==> src/rtl/sces_pkg.sv <==
// Shared types, widths and codes of the semi-cluster score engine.
package sces_pkg;

  localparam int FUNC_W     = 2;
  localparam int ID_W       = 32;
  localparam int WGT_W      = 16;
  localparam int SCORE_W    = 32;
  localparam int CNT_OUT_W  = 5;
  localparam int PEN_W      = 16;
  localparam int MAXM_W     = 5;
  localparam int CFG_IDX_W  = 1;
  localparam int CFG_DATA_W = 16;

  // Numerator inner*2^12 - penalty*outer fits 49 signed bits, magnitude 48 bits
  localparam int NUM_W      = 49;
  localparam int MAG_W      = 48;
  localparam int PEN_FRAC   = 12;

  localparam logic [FUNC_W-1:0] FUNC_LOAD = 2'd0;
  localparam logic [FUNC_W-1:0] FUNC_ADD  = 2'd1;
  localparam logic [FUNC_W-1:0] FUNC_EDGE = 2'd2;

  localparam logic [CFG_IDX_W-1:0] CFG_EDGE_PENALTY = 1'd0;
  localparam logic [CFG_IDX_W-1:0] CFG_MAX_MEMBERS  = 1'd1;

  localparam logic [MAXM_W-1:0]  MAXM_RST  = 5'd16;
  localparam logic [SCORE_W-1:0] SCORE_MAX = 32'h7FFF_FFFF;
  localparam logic [SCORE_W-1:0] SCORE_MIN = 32'h8000_0000;

  typedef logic [ID_W-1:0] vid_t;

  // Control broadcast from the sequencer to every member cell
  typedef struct packed {
    logic shift;  // move ids one cell up, new id enters cell 0
    logic probe;  // capture compare against the probe id
  } cell_ctrl_t;

endpackage

==> src/rtl/sces_if.sv <==
// Request, result and configuration channel interfaces.
interface sces_in_if;
  logic                         valid;
  logic                         ready;
  logic [sces_pkg::FUNC_W-1:0]  func;
  logic [sces_pkg::ID_W-1:0]    vertex_id;
  logic signed [sces_pkg::WGT_W-1:0] weight;
  logic                         clear;
  logic                         last;

  modport source (output valid, func, vertex_id, weight, clear, last, input ready);
  modport sink   (input valid, func, vertex_id, weight, clear, last, output ready);
endinterface

interface sces_out_if;
  logic                             valid;
  logic                             ready;
  logic                             accepted;
  logic signed [sces_pkg::SCORE_W-1:0] score;
  logic [sces_pkg::CNT_OUT_W-1:0]   member_count;

  modport source (output valid, accepted, score, member_count, input ready);
  modport sink   (input valid, accepted, score, member_count, output ready);
endinterface

interface sces_cfg_if;
  logic                             valid;
  logic                             ready;
  logic [sces_pkg::CFG_IDX_W-1:0]   index;
  logic [sces_pkg::CFG_DATA_W-1:0]  data;

  modport source (output valid, index, data, input ready);
  modport sink   (input valid, index, data, output ready);
endinterface

==> src/rtl/semi_cluster_score_engine.sv <==
// Top level of the semi-cluster score engine: member cell chain, edge sums, scoring.
// Member ids sit in a chain of MEMBER_DEPTH cells; a load with clear or with room left,
// or an accepted offer, shifts the new id into cell 0, and each cell compares its id
// with the request in parallel. A load, a stray edge or an unused code is done when it
// is accepted; an offer or an edge is compared when accepted, then updated. A rejected
// offer, or an accepted one with fewer than two members, is then emitted; any other
// scored result first passes the bit-serial divider, which produces one of 48 quotient
// bits per cycle. A request may be accepted while an earlier result still waits in the
// output register.
module semi_cluster_score_engine #(
  parameter int MEMBER_DEPTH = 16
) (
  input  logic              clk_i,
  input  logic              rst_ni,
  sces_in_if.sink           in_i,
  sces_out_if.source        out_o,
  sces_cfg_if.sink          cfg_i
);
  import sces_pkg::*;

  localparam int CNT_W  = $clog2(MEMBER_DEPTH + 1);
  localparam int CMP_W  = (CNT_W > MAXM_W) ? CNT_W : MAXM_W;
  localparam int PAIR_W = 2 * CNT_W;
  localparam int DIV_W  = PAIR_W + 4;

  localparam logic [2:0] ST_IDLE = 3'd0;
  localparam logic [2:0] ST_EVAL = 3'd1;
  localparam logic [2:0] ST_MUL  = 3'd2;
  localparam logic [2:0] ST_NUM  = 3'd3;
  localparam logic [2:0] ST_DIV  = 3'd4;
  localparam logic [2:0] ST_EMIT = 3'd5;

  function automatic logic signed [31:0] sat_add(input logic signed [31:0] a,
                                                 input logic signed [WGT_W-1:0] w);
    logic signed [32:0] s;
    begin
      s = 33'(a) + 33'(w);
      if (s[32] != s[31]) begin
        sat_add = s[32] ? SCORE_MIN : SCORE_MAX;
      end else begin
        sat_add = s[31:0];
      end
    end
  endfunction

  logic [2:0]              state_q, state_d;
  logic [PEN_W-1:0]        pen_q;
  logic [MAXM_W-1:0]       maxm_q;
  logic [CNT_W-1:0]        count_q;
  logic signed [31:0]      inner_q, outer_q;
  logic                    pending_q;
  logic [FUNC_W-1:0]       op_func_q;
  vid_t                    op_id_q;
  logic signed [WGT_W-1:0] op_wgt_q;
  logic                    op_last_q;
  logic signed [NUM_W-1:0] prod_q;
  logic signed [NUM_W-1:0] pen_prod;
  logic [PAIR_W-1:0]       pairs_q;
  logic [PAIR_W-1:0]       nn_prod;
  logic signed [NUM_W-1:0] numer;
  logic [MAG_W-1:0]        mag_d;
  logic                    neg_q;
  logic                    res_acc_q;
  logic [SCORE_W-1:0]      res_score_q;
  logic [SCORE_W-1:0]      res_score_d;
  logic                    out_valid_q;
  logic                    out_acc_q;
  logic [SCORE_W-1:0]      out_score_q;
  logic [CNT_OUT_W-1:0]    out_cnt_q;

  logic                    in_acc;
  logic                    full;
  logic                    any_match;
  logic                    reject;
  logic                    emit_go;
  logic                    div_start;
  logic                    div_done;
  logic [MAG_W-1:0]        quotient;
  cell_ctrl_t              cell_ctrl;
  vid_t                    shift_id;
  vid_t                    cell_id   [MEMBER_DEPTH];
  logic [MEMBER_DEPTH-1:0] occupied;
  logic [MEMBER_DEPTH-1:0] match_vec;

  assign in_i.ready  = (state_q == ST_IDLE);
  assign in_acc      = in_i.valid && in_i.ready;
  assign cfg_i.ready = 1'b1;

  assign full = (CMP_W'(count_q) >= CMP_W'(maxm_q)) ||
                (count_q >= CNT_W'(MEMBER_DEPTH));
  assign any_match = |match_vec;
  assign reject    = full || any_match;
  assign emit_go   = (state_q == ST_EMIT) && (!out_valid_q || out_o.ready);
  assign div_start = (state_q == ST_NUM);

  // cell chain control
  always_comb begin
    cell_ctrl.probe = in_acc;
    cell_ctrl.shift = (in_acc && in_i.func == FUNC_LOAD &&
                       (in_i.clear || count_q < CNT_W'(MEMBER_DEPTH))) ||
                      (state_q == ST_EVAL && op_func_q == FUNC_ADD && !reject);
    shift_id = (state_q == ST_EVAL) ? op_id_q : in_i.vertex_id;
  end

  // member cell chain
  for (genvar g = 0; g < MEMBER_DEPTH; g++) begin : g_cell
    vid_t prev_id;
    if (g == 0) begin : g_head
      assign prev_id = shift_id;
    end else begin : g_body
      assign prev_id = cell_id[g-1];
    end
    assign occupied[g] = CNT_W'(g) < count_q;

    sces_cell u_cell (
      .clk_i      (clk_i),
      .rst_ni     (rst_ni),
      .ctrl_i     (cell_ctrl),
      .probe_i    (in_i.vertex_id),
      .prev_id_i  (prev_id),
      .occupied_i (occupied[g]),
      .id_o       (cell_id[g]),
      .match_o    (match_vec[g])
    );
  end

  // score arithmetic pieces
  always_comb begin
    pen_prod = $signed({1'b0, pen_q}) * outer_q;
    nn_prod  = PAIR_W'(count_q) * PAIR_W'(count_q - CNT_W'(1));
    numer    = (NUM_W'(inner_q) <<< PEN_FRAC) - prod_q;
    mag_d    = numer[NUM_W-1] ? MAG_W'(-numer) : MAG_W'(numer);
    if (|quotient[MAG_W-1:SCORE_W-1]) begin
      res_score_d = neg_q ? SCORE_MIN : SCORE_MAX;
    end else begin
      res_score_d = neg_q ? -quotient[SCORE_W-1:0] : quotient[SCORE_W-1:0];
    end
  end

  sces_div #(
    .DIV_W (DIV_W)
  ) u_div (
    .clk_i      (clk_i),
    .rst_ni     (rst_ni),
    .start_i    (div_start),
    .dividend_i (mag_d),
    .divisor_i  ({pairs_q, 4'b0000}),
    .done_o     (div_done),
    .quotient_o (quotient)
  );

  // sequencer next state
  always_comb begin
    state_d = state_q;
    case (state_q)
      ST_IDLE: begin
        if (in_acc && (in_i.func == FUNC_ADD || (in_i.func == FUNC_EDGE && pending_q))) begin
          state_d = ST_EVAL;
        end
      end
      ST_EVAL: begin
        if (op_func_q == FUNC_ADD && reject) begin
          state_d = ST_EMIT;
        end else if (op_last_q) begin
          state_d = ST_MUL;
        end else begin
          state_d = ST_IDLE;
        end
      end
      ST_MUL: begin
        state_d = (count_q < CNT_W'(2)) ? ST_EMIT : ST_NUM;
      end
      ST_NUM: begin
        state_d = ST_DIV;
      end
      ST_DIV: begin
        if (div_done) begin
          state_d = ST_EMIT;
        end
      end
      ST_EMIT: begin
        if (emit_go) begin
          state_d = ST_IDLE;
        end
      end
      default: begin
        state_d = ST_IDLE;
      end
    endcase
  end

  // control state: sequencer, cluster size, sums, pending flag, config, output valid
  always_ff @(posedge clk_i or negedge rst_ni) begin
    if (!rst_ni) begin
      state_q     <= ST_IDLE;
      pen_q       <= '0;
      maxm_q      <= MAXM_RST;
      count_q     <= '0;
      inner_q     <= '0;
      outer_q     <= '0;
      pending_q   <= 1'b0;
      out_valid_q <= 1'b0;
    end else begin
      state_q <= state_d;

      if (cfg_i.valid && cfg_i.ready) begin
        case (cfg_i.index)
          CFG_EDGE_PENALTY: pen_q  <= cfg_i.data;
          CFG_MAX_MEMBERS:  maxm_q <= cfg_i.data[MAXM_W-1:0];
          default: begin
          end
        endcase
      end

      // member load
      if (in_acc && in_i.func == FUNC_LOAD) begin
        if (in_i.clear) begin
          count_q <= CNT_W'(1);
        end else if (count_q < CNT_W'(MEMBER_DEPTH)) begin
          count_q <= count_q + CNT_W'(1);
        end
        pending_q <= 1'b0;
        inner_q   <= '0;
        outer_q   <= '0;
      end

      // offer or edge update
      if (state_q == ST_EVAL) begin
        if (op_func_q == FUNC_ADD) begin
          inner_q   <= '0;
          outer_q   <= '0;
          pending_q <= !reject && !op_last_q;
          if (!reject) begin
            count_q <= count_q + CNT_W'(1);
          end
        end else begin
          if (any_match) begin
            inner_q <= sat_add(inner_q, op_wgt_q);
          end else begin
            outer_q <= sat_add(outer_q, op_wgt_q);
          end
          if (op_last_q) begin
            pending_q <= 1'b0;
          end
        end
      end

      if (emit_go) begin
        out_valid_q <= 1'b1;
      end else if (out_o.ready) begin
        out_valid_q <= 1'b0;
      end
    end
  end

  // request latch, score pipeline and result registers
  always_ff @(posedge clk_i) begin
    if (in_acc) begin
      op_func_q <= in_i.func;
      op_id_q   <= in_i.vertex_id;
      op_wgt_q  <= in_i.weight;
      op_last_q <= in_i.last;
    end
    if (state_q == ST_EVAL) begin
      res_acc_q   <= 1'b0;
      res_score_q <= '0;
    end
    if (state_q == ST_MUL) begin
      prod_q      <= pen_prod;
      pairs_q     <= nn_prod >> 1;
      res_acc_q   <= 1'b1;
      res_score_q <= '0;
    end
    if (state_q == ST_NUM) begin
      neg_q <= numer[NUM_W-1];
    end
    if (state_q == ST_DIV && div_done) begin
      res_score_q <= res_score_d;
    end
    if (emit_go) begin
      out_acc_q   <= res_acc_q;
      out_score_q <= res_score_q;
      out_cnt_q   <= CNT_OUT_W'(count_q);
    end
  end

  assign out_o.valid        = out_valid_q;
  assign out_o.accepted     = out_acc_q;
  assign out_o.score        = out_score_q;
  assign out_o.member_count = out_cnt_q;

endmodule

==> src/rtl/sces_cell.sv <==
// One member cell: holds an id, passes it up the chain, compares it to a probe.
module sces_cell (
  input  logic                  clk_i,
  input  logic                  rst_ni,
  input  sces_pkg::cell_ctrl_t  ctrl_i,
  input  sces_pkg::vid_t        probe_i,
  input  sces_pkg::vid_t        prev_id_i,
  input  logic                  occupied_i,
  output sces_pkg::vid_t        id_o,
  output logic                  match_o
);
  import sces_pkg::*;

  vid_t id_q;
  logic match_q;

  // id storage, shifted in from the lower neighbor
  always_ff @(posedge clk_i) begin
    if (ctrl_i.shift) begin
      id_q <= prev_id_i;
    end
  end

  // registered membership hit, only for occupied cells
  always_ff @(posedge clk_i or negedge rst_ni) begin
    if (!rst_ni) begin
      match_q <= 1'b0;
    end else if (ctrl_i.probe) begin
      match_q <= occupied_i && (id_q == probe_i);
    end
  end

  assign id_o    = id_q;
  assign match_o = match_q;

endmodule

==> src/rtl/sces_div.sv <==
// Bit-serial restoring divider: unsigned magnitude by pair divisor, one bit per cycle.
module sces_div #(
  parameter int DIV_W = 14
) (
  input  logic                       clk_i,
  input  logic                       rst_ni,
  input  logic                       start_i,
  input  logic [sces_pkg::MAG_W-1:0] dividend_i,
  input  logic [DIV_W-1:0]           divisor_i,
  output logic                       done_o,
  output logic [sces_pkg::MAG_W-1:0] quotient_o
);
  import sces_pkg::*;

  localparam int CNT_W = $clog2(MAG_W);

  logic             busy_q;
  logic             done_q;
  logic [CNT_W-1:0] cnt_q;
  logic [DIV_W-1:0] div_q;
  logic [DIV_W-1:0] rem_q;
  logic [DIV_W-1:0] rem_d;
  logic [MAG_W-1:0] quo_q;
  logic [DIV_W:0]   trial;
  logic             ge;

  // one trial subtraction per cycle
  always_comb begin
    trial = {rem_q, quo_q[MAG_W-1]};
    ge    = trial >= {1'b0, div_q};
    rem_d = ge ? DIV_W'(trial - {1'b0, div_q}) : trial[DIV_W-1:0];
  end

  // iteration control
  always_ff @(posedge clk_i or negedge rst_ni) begin
    if (!rst_ni) begin
      busy_q <= 1'b0;
      done_q <= 1'b0;
      cnt_q  <= '0;
    end else begin
      done_q <= busy_q && !start_i && (cnt_q == CNT_W'(MAG_W - 1));
      if (start_i) begin
        busy_q <= 1'b1;
        cnt_q  <= '0;
      end else if (busy_q) begin
        cnt_q <= cnt_q + CNT_W'(1);
        if (cnt_q == CNT_W'(MAG_W - 1)) begin
          busy_q <= 1'b0;
        end
      end
    end
  end

  // datapath
  always_ff @(posedge clk_i) begin
    if (start_i) begin
      div_q <= divisor_i;
      rem_q <= '0;
      quo_q <= dividend_i;
    end else if (busy_q) begin
      rem_q <= rem_d;
      quo_q <= {quo_q[MAG_W-2:0], ge};
    end
  end

  assign done_o     = done_q;
  assign quotient_o = quo_q;

endmodule

==> src/flat_wrapper.sv <==
// flat-port wrapper written by rule: the top's interface ports become plain ports
module semi_cluster_score_engine_flat import sces_pkg::*;
#(
  parameter int MEMBER_DEPTH = 16
)
  (clk_i, rst_ni, in_i_valid, in_i_func, in_i_vertex_id, in_i_weight, in_i_clear, in_i_last, in_i_ready, out_o_valid, out_o_accepted, out_o_score, out_o_member_count, out_o_ready, cfg_i_valid, cfg_i_index, cfg_i_data, cfg_i_ready);
  sces_in_if in_i_i ();
  sces_out_if out_o_i ();
  sces_cfg_if cfg_i_i ();
  input  logic clk_i;
  input  logic rst_ni;
  input wire logic [$bits(in_i_i.valid)-1:0] in_i_valid;
  input wire logic [$bits(in_i_i.func)-1:0] in_i_func;
  input wire logic [$bits(in_i_i.vertex_id)-1:0] in_i_vertex_id;
  input wire logic [$bits(in_i_i.weight)-1:0] in_i_weight;
  input wire logic [$bits(in_i_i.clear)-1:0] in_i_clear;
  input wire logic [$bits(in_i_i.last)-1:0] in_i_last;
  output wire logic [$bits(in_i_i.ready)-1:0] in_i_ready;
  output wire logic [$bits(out_o_i.valid)-1:0] out_o_valid;
  output wire logic [$bits(out_o_i.accepted)-1:0] out_o_accepted;
  output wire logic [$bits(out_o_i.score)-1:0] out_o_score;
  output wire logic [$bits(out_o_i.member_count)-1:0] out_o_member_count;
  input wire logic [$bits(out_o_i.ready)-1:0] out_o_ready;
  input wire logic [$bits(cfg_i_i.valid)-1:0] cfg_i_valid;
  input wire logic [$bits(cfg_i_i.index)-1:0] cfg_i_index;
  input wire logic [$bits(cfg_i_i.data)-1:0] cfg_i_data;
  output wire logic [$bits(cfg_i_i.ready)-1:0] cfg_i_ready;
  assign in_i_i.valid = in_i_valid;
  assign in_i_i.func = in_i_func;
  assign in_i_i.vertex_id = in_i_vertex_id;
  assign in_i_i.weight = in_i_weight;
  assign in_i_i.clear = in_i_clear;
  assign in_i_i.last = in_i_last;
  assign in_i_ready = in_i_i.ready;
  assign out_o_valid = out_o_i.valid;
  assign out_o_accepted = out_o_i.accepted;
  assign out_o_score = out_o_i.score;
  assign out_o_member_count = out_o_i.member_count;
  assign out_o_i.ready = out_o_ready;
  assign cfg_i_i.valid = cfg_i_valid;
  assign cfg_i_i.index = cfg_i_index;
  assign cfg_i_i.data = cfg_i_data;
  assign cfg_i_ready = cfg_i_i.ready;
  semi_cluster_score_engine #(.MEMBER_DEPTH(MEMBER_DEPTH)) u_core (.clk_i(clk_i), .rst_ni(rst_ni), .in_i(in_i_i), .out_o(out_o_i), .cfg_i(cfg_i_i));
endmodule
==> config.mk <==
export PLATFORM = sky130hd
export DESIGN_NAME = semi_cluster_score_engine_flat
export DESIGN_NICKNAME = d
export VERILOG_FILES = /design/src/rtl/sces_pkg.sv /design/src/rtl/sces_if.sv /design/src/rtl/semi_cluster_score_engine.sv /design/src/rtl/sces_cell.sv /design/src/rtl/sces_div.sv /design/src/flat_wrapper.sv
export SDC_FILE = /design/constraint.sdc
export NUM_CORES = 2
export LEC_CHECK = 0
export BUFFER_PORTS_ARGS = -buffer_cell sky130_fd_sc_hd__buf_2
export CAP_MARGIN = 20
export CORE_ASPECT_RATIO = 1.5
export CORE_MARGIN = 8
export CORE_UTILIZATION = 65
export DETAILED_ROUTE_END_ITERATION = 7
export GPL_ROUTABILITY_DRIVEN = 0
export PLACE_DENSITY = 0.82
export SYNTH_ARGS = -nofsm -noshare
export SYNTH_HDL_FRONTEND = slang
export SYNTH_HIERARCHICAL = 1
export SYNTH_SLANG_ARGS = --single-unit
==> constraint.sdc <==
create_clock -name clk_i -period 15.6 [get_ports clk_i]
set_clock_uncertainty 0.15 [all_clocks]
set_input_delay 3.12 -clock clk_i [delete_from_list [all_inputs] [get_ports clk_i]]
set_output_delay 3.12 -clock clk_i [all_outputs]
set_load 0.005 [all_outputs]
After elaboration in Yosys (flattened, before gate mapping)
Index checks and enable logic that the tools add are counted.
{ "word_totals": {"reg_bits": 883, "output_inout_bits": 41, "word_cells": 217} }
{ "op_classes": {"n_addsub": 9, "multipliers": 2, "order_cmp": 21, "n_eq_ne": 30, "mux": 47, "n_bitwise": 1, "reduce_logical": 49} }
{ "op_table": {"columns": ["operator", "n"], "rows": [
  ["2-to-1 mux 32 bit", 19],
  ["== test 32 bit", 16],
  ["2-to-1 mux 48 bit", 3],
  ["adder 32 x 16 -> 33 bit", 2],
  ["multiplier 17 x 32 -> 49 bit", 1],
  ["subtractor 44 x 49 -> 49 bit", 1],
  ["negator 48 bit", 1],
  ["< comparator 4 x 5 -> 1 bit (first input constant)", 8],
  ["negator 32 bit", 1],
  ["2-to-1 mux 5 bit", 6],
  ["logical AND 1 bit", 29],
  ["< comparator 3 x 5 -> 1 bit (first input constant)", 4],
  ["case mux 3 bit (6 select lines)", 1],
  ["OR reduction 17 bit", 1],
  ["OR reduction 16 bit", 1],
  ["greater-or-equal comparator 15 x 13 -> 1 bit", 1],
  ["2-to-1 mux 3 bit", 5],
  ["2-to-1 mux 14 bit", 1],
  ["subtractor 14 x 13 -> 14 bit", 1],
  ["2-to-1 mux 6 bit", 2],
  ["< comparator 1 x 5 -> 1 bit (first input constant)", 2],
  ["< comparator 2 x 5 -> 1 bit (first input constant)", 2],
  ["multiplier 5 x 10 -> 10 bit", 1],
  ["2-to-1 mux 1 bit", 9],
  ["other kinds (26)", 41]
]} }

Logic depth before layout (Yosys ltp)
{ "depth": {"ltp_word": 7, "ltp_mapped": 27, "depth_no_buf": 25} }

By module
Netlist, hierarchy kept.
{ "modules_own_cells": {"columns": ["mod", "n_inst", "cells_per_inst", "area_per_inst_um2"], "rows": [
  ["semi_cluster_score_engine", 1, 4273, 37858.8],
  ["sces_cell", 16, 78, 1351.3],
  ["sces_div", 1, 332, 4237.8]
]} }

Worst setup path before layout
No wires, ideal clock.
{ "synth_path": {"path_kind": "input to register", "start": "in in_i_valid", "end": "reg u_core.g_cell[0].u_cell.id_q[0] (enable)", "setup_ns": 0.904, "arrival_ns": 14.551, "slack_ns": -0.005, "path_stages": 4, "n_path_buf": 0, "path_cell_list": "nand2_1 -> nor3_1 -> o21ai_0 -> nand2_1"} }
{ "synth_lines": {"columns": ["item", "line_no", "rtl"], "rows": [
  ["start, declared", "flat_wrapper.sv:12", "input wire logic [$bits(in_i_i.valid)-1:0] in_i_valid;"],
  ["end signal, assigned", "sces_cell.sv:20", "id_q <= prev_id_i;"],
  ["end, declared", "sces_cell.sv:14", "vid_t id_q;"]
]} }

Final worst setup path
{ "layout_path": {"start": "reg u_core.outer_q[6]", "end": "reg u_core.prod_q[41], data pin"} }
{ "layout_via": {"elab_chain_len": 1} }
{ "layout_lines": {"columns": ["item", "line_no", "rtl"], "rows": [
  ["start, declared", "semi_cluster_score_engine.sv:50", "logic signed [31:0] inner_q, outer_q;"],
  ["start signal, assigned", "semi_cluster_score_engine.sv:240", "outer_q <= sat_add(outer_q, op_wgt_q);"],
  ["multiplier 17 x 32 -> 49 bit", "semi_cluster_score_engine.sv:129", "pen_prod = $signed({1'b0, pen_q}) * outer_q;"],
  ["named net u_core.pen_prod[41]", "semi_cluster_score_engine.sv:57", "logic signed [NUM_W-1:0] pen_prod;"],
  ["end signal, assigned", "semi_cluster_score_engine.sv:269", "prod_q <= pen_prod;"],
  ["end, declared", "semi_cluster_score_engine.sv:56", "logic signed [NUM_W-1:0] prod_q;"]
]} }
The timed path passes the listed nets, and every way through them passes these cells.
A chain may end at the register's enable or synchronous reset.

==> impl_metrics.yaml <==
run_status:
  status: "completed"
drt:
  ant_nets: 0
  drtIter0Drc: 3613
  vias: 44076
  vias_per_cell: 6.09
  drt_wl_total_mm: 149
  firstDrtPassIters: 6
  drc: 0
  post_drt_wl_per_cell_um: 20.6
yosys:
  yosys.area_share.xor_xnor: 0.0981
  synth.area.top_cells: "edfxtp_1 (36%), fa_1 (16%), xor2_1 (5.4%)"
  synth_ff_type: "edfxtp_1"
  netlist_area_um2: 63700
  yosys.area_share.simple: 0.125
  syn_area_per_cell_um2: 10.9
  synthCells: 5853
  synth_top_area_share: 0.355
  synth_top_family_by_area: "adder cells"
  ys_seq_area_frac: 0.407
  yosys.area_share.adder: 0.212
  ys_types: 98
  ys_seq_elements: 888
  post-synth-top-area-cell: "edfxtp_1"
  yosys-mux-area-fraction: 0.0163
  synth_edf_count: 754
  yosys_warnings: 6
  synthArstFlopShare: 0.134
  synth-compound-area-share: 0.0845
worst_hold_path:
  min_from: "u_core/pairs_q[6]"
  hold_path.class: "reg -> reg"
  whs_path_depth: 0
  hold_end: "u_core/u_div/div_q[10]"
worst_setup_path:
  path_cells: "nand2_1 > fa_1 > inv_1 > fa_1 > ha_1 > fa_1 > inv_1 > fa_1 > inv_1 > fa_1 > ha_1 > a21o_1 > a21o_1 > a21o_1 > a221oi_1 > o31ai_1 > a211o_1 > a31oi_1 > o31ai_1 > a21oi_1 > o21ai_0 > xor2_1"
  r2r-start: "u_core/outer_q[6]"
  worstSetupEndpointType: "flip-flop"
  worstPathRequired_ns: 15.87
  rrSetupSlack_ns: 7.78
  critPathLaunchType: "flip-flop"
  crit_fanout: 19
  critPathMostFrequentCell: "fa_1"
  r2r_cells: 22
  cp_top_family: "adder cells"
  path_buf_inv: 3
  worstSetupPathType: "reg -> reg"
  critPathSlowestCell: "dfrtp_1"
  timing.rr.end: "u_core/prod_q[41]"
  slowest_delay_ns: 0.96
  worstPathArrival_ns: 8.09
clock_network:
  cts_sinks: 888
  htreeDepth: 3
  post_cts_resized: 0
  cts_tree: "done"
  cts-root-buf: "clkbuf_16"
  clk_pin_slew_worst_paths_ns: 0.06
  cts_buffer_depth: 3
  hold_buffers: 0
  postCtsSetupBuffers: 0
  clk_latency_ns: 0.69
  cts_made_buffers: 83
timing:
  setup_ws_ns: 7.78
  period_needed_ns: 7.82
  finalMaxSlewViolations: 0
  slew_headroom: 0.234
  fmax_mhz: 128
  setup_viol: 0
  tns_ns: 0
  finalCritPeriodShare: 0.501
  rsz0062_at_grt: "false"
  tightest_slew_ns: 1.15
  final_hold_viol_count: 0
floorplanning:
  io_pins: 115
  die-width_um: 272
  die_area_um2: 109000
  start_util: 0.655
  std_cell_rows: 140
  core_um2: 97200
  dieHeight_um: 399
cells_and_area:
  final_cell_mix: "edfxtp_1 (754), inv_1 (728), nand2_1 (583)"
  final_nets: 6741
  drive_gt1_frac: 0.0700
  fin_cells: 7241
  layout_commonest_cell: "edfxtp_1"
  area_delta_synth_final_pct: 7.43
grt:
  grt_max_degree: 134
  grt_pass1_vias: 46261
  grt_use_total: 0.274
  gr-total-overflow: 0
  antenna_found_initial: 7
  grt_pass1_wl_mm: 239
placed_design:
  dpl.cell_count: 7079
  io_buffers: 113
  dp_hpwl_mm: 109
  preCtsSetupSlack_ns: 7.83
run:
  drv_cap: 0
[area by class of cell]
type,count,area [um^2]
clock buffer,104,2210
multi-input combinational,4023,34300
sequential,888,25900
tap,1278,1600
fill,6719,28800
clock inverter,51,628
timing repair buffer,159,1060
inverter,736,2770
antenna,2,5.00
[state kept, by name, summed over array words and instances, names as in the netlist, 6 cells and up]
signal and cells:
u_core/op_wgt_q 16, u_core/g_cell.u_cell/match_o 16, u_core/inner_q 32, u_core/u_div/div_q 14
u_core/res_score_q 32, u_core/g_cell.u_cell/id_o 512, u_core/prod_q 49, u_core/pairs_q 9
u_core/op_id_q 32, u_core/outer_q 32, u_core/u_div/cnt_q 6, u_core/pen_q 16
u_core/u_div/quotient_o 48, u_core/u_div/rem_q 14, u_core/out_o.score 32
[layer usage]
metal | global-route usage | vias to the layer above | part of all wire
met4 | 0.114 | 0 | 0.042
met2 | 0.490 | 1820 | 0.52
met5 | 0 | - | 0
li1 | - | 19830 | -
met3 | 0.0464 | 429 | 0.073
met1 | 0.325 | 21997 | 0.37
[through the flow]
stage	instance area, um^2	utilization	hold slack, ns
floorplan	63700	-	0.250
global placement	65400	0.673	0.251
detailed placement	65500	0.674	0.255
CTS	68300	0.703	0.256
global route	68400	0.704	0.276
finish	68500	0.704	0.259
[cell usage after synthesis, drive strengths merged, types with 8 or more instances]
library cell,count
edfxtp,754
inv,732
nand2,586
fa,505
xor2,391
xnor2,323
ha,271
nor2,260
and2,250
a21oi,243
clkbuf,203
o21ai,150
dfrtp,118
nor4,100
a21o,99
nand4,91
nand3,74
mux2,70
nor3,52
o31ai,42
nor2b,39
nand2b,36
a211oi,30
a31oi,29
and3,28
o22a,27
or3,27
mux2i,25
o21bai,23
or4,23
o21a,22
o22ai,22
o211ai,16
dfxtp,15
a21boi,12
nor3b,11
nand3b,10
a211o,9
a311oi,9
a31o,8
and4,8
or2,8
[logic make-up (layout without fill, tap and decap cells)]
logic type,after synthesis,count (layout)
flops,888,888
xor+xnor,714,714
buf+inv,946,1050
simple gates,1617,1617
mux,95,95
fa+ha+maj,776,776
other cells,2,8
compound gates,815,815
[worst max path at each step]
stage               slack [ns]  cells past startpoint                         endpoint               from
floorplan                 4.87                      4  u_core/g_cell[0].u_cell/id_o[0]         in_i_valid
global placement          7.73                     22                u_core/prod_q[41]    u_core/pen_q[3]
detailed placement        7.83                     22                u_core/prod_q[41]    u_core/pen_q[5]
CTS                       7.84                     22                u_core/prod_q[41]    u_core/pen_q[5]
global route              7.53                     22                u_core/prod_q[41]    u_core/pen_q[5]
finish                    7.78                     22                u_core/prod_q[41]  u_core/outer_q[6]
Power is not shown: default switching activity piles up to over one toggle a cycle in this logic, so the estimate is an artifact.
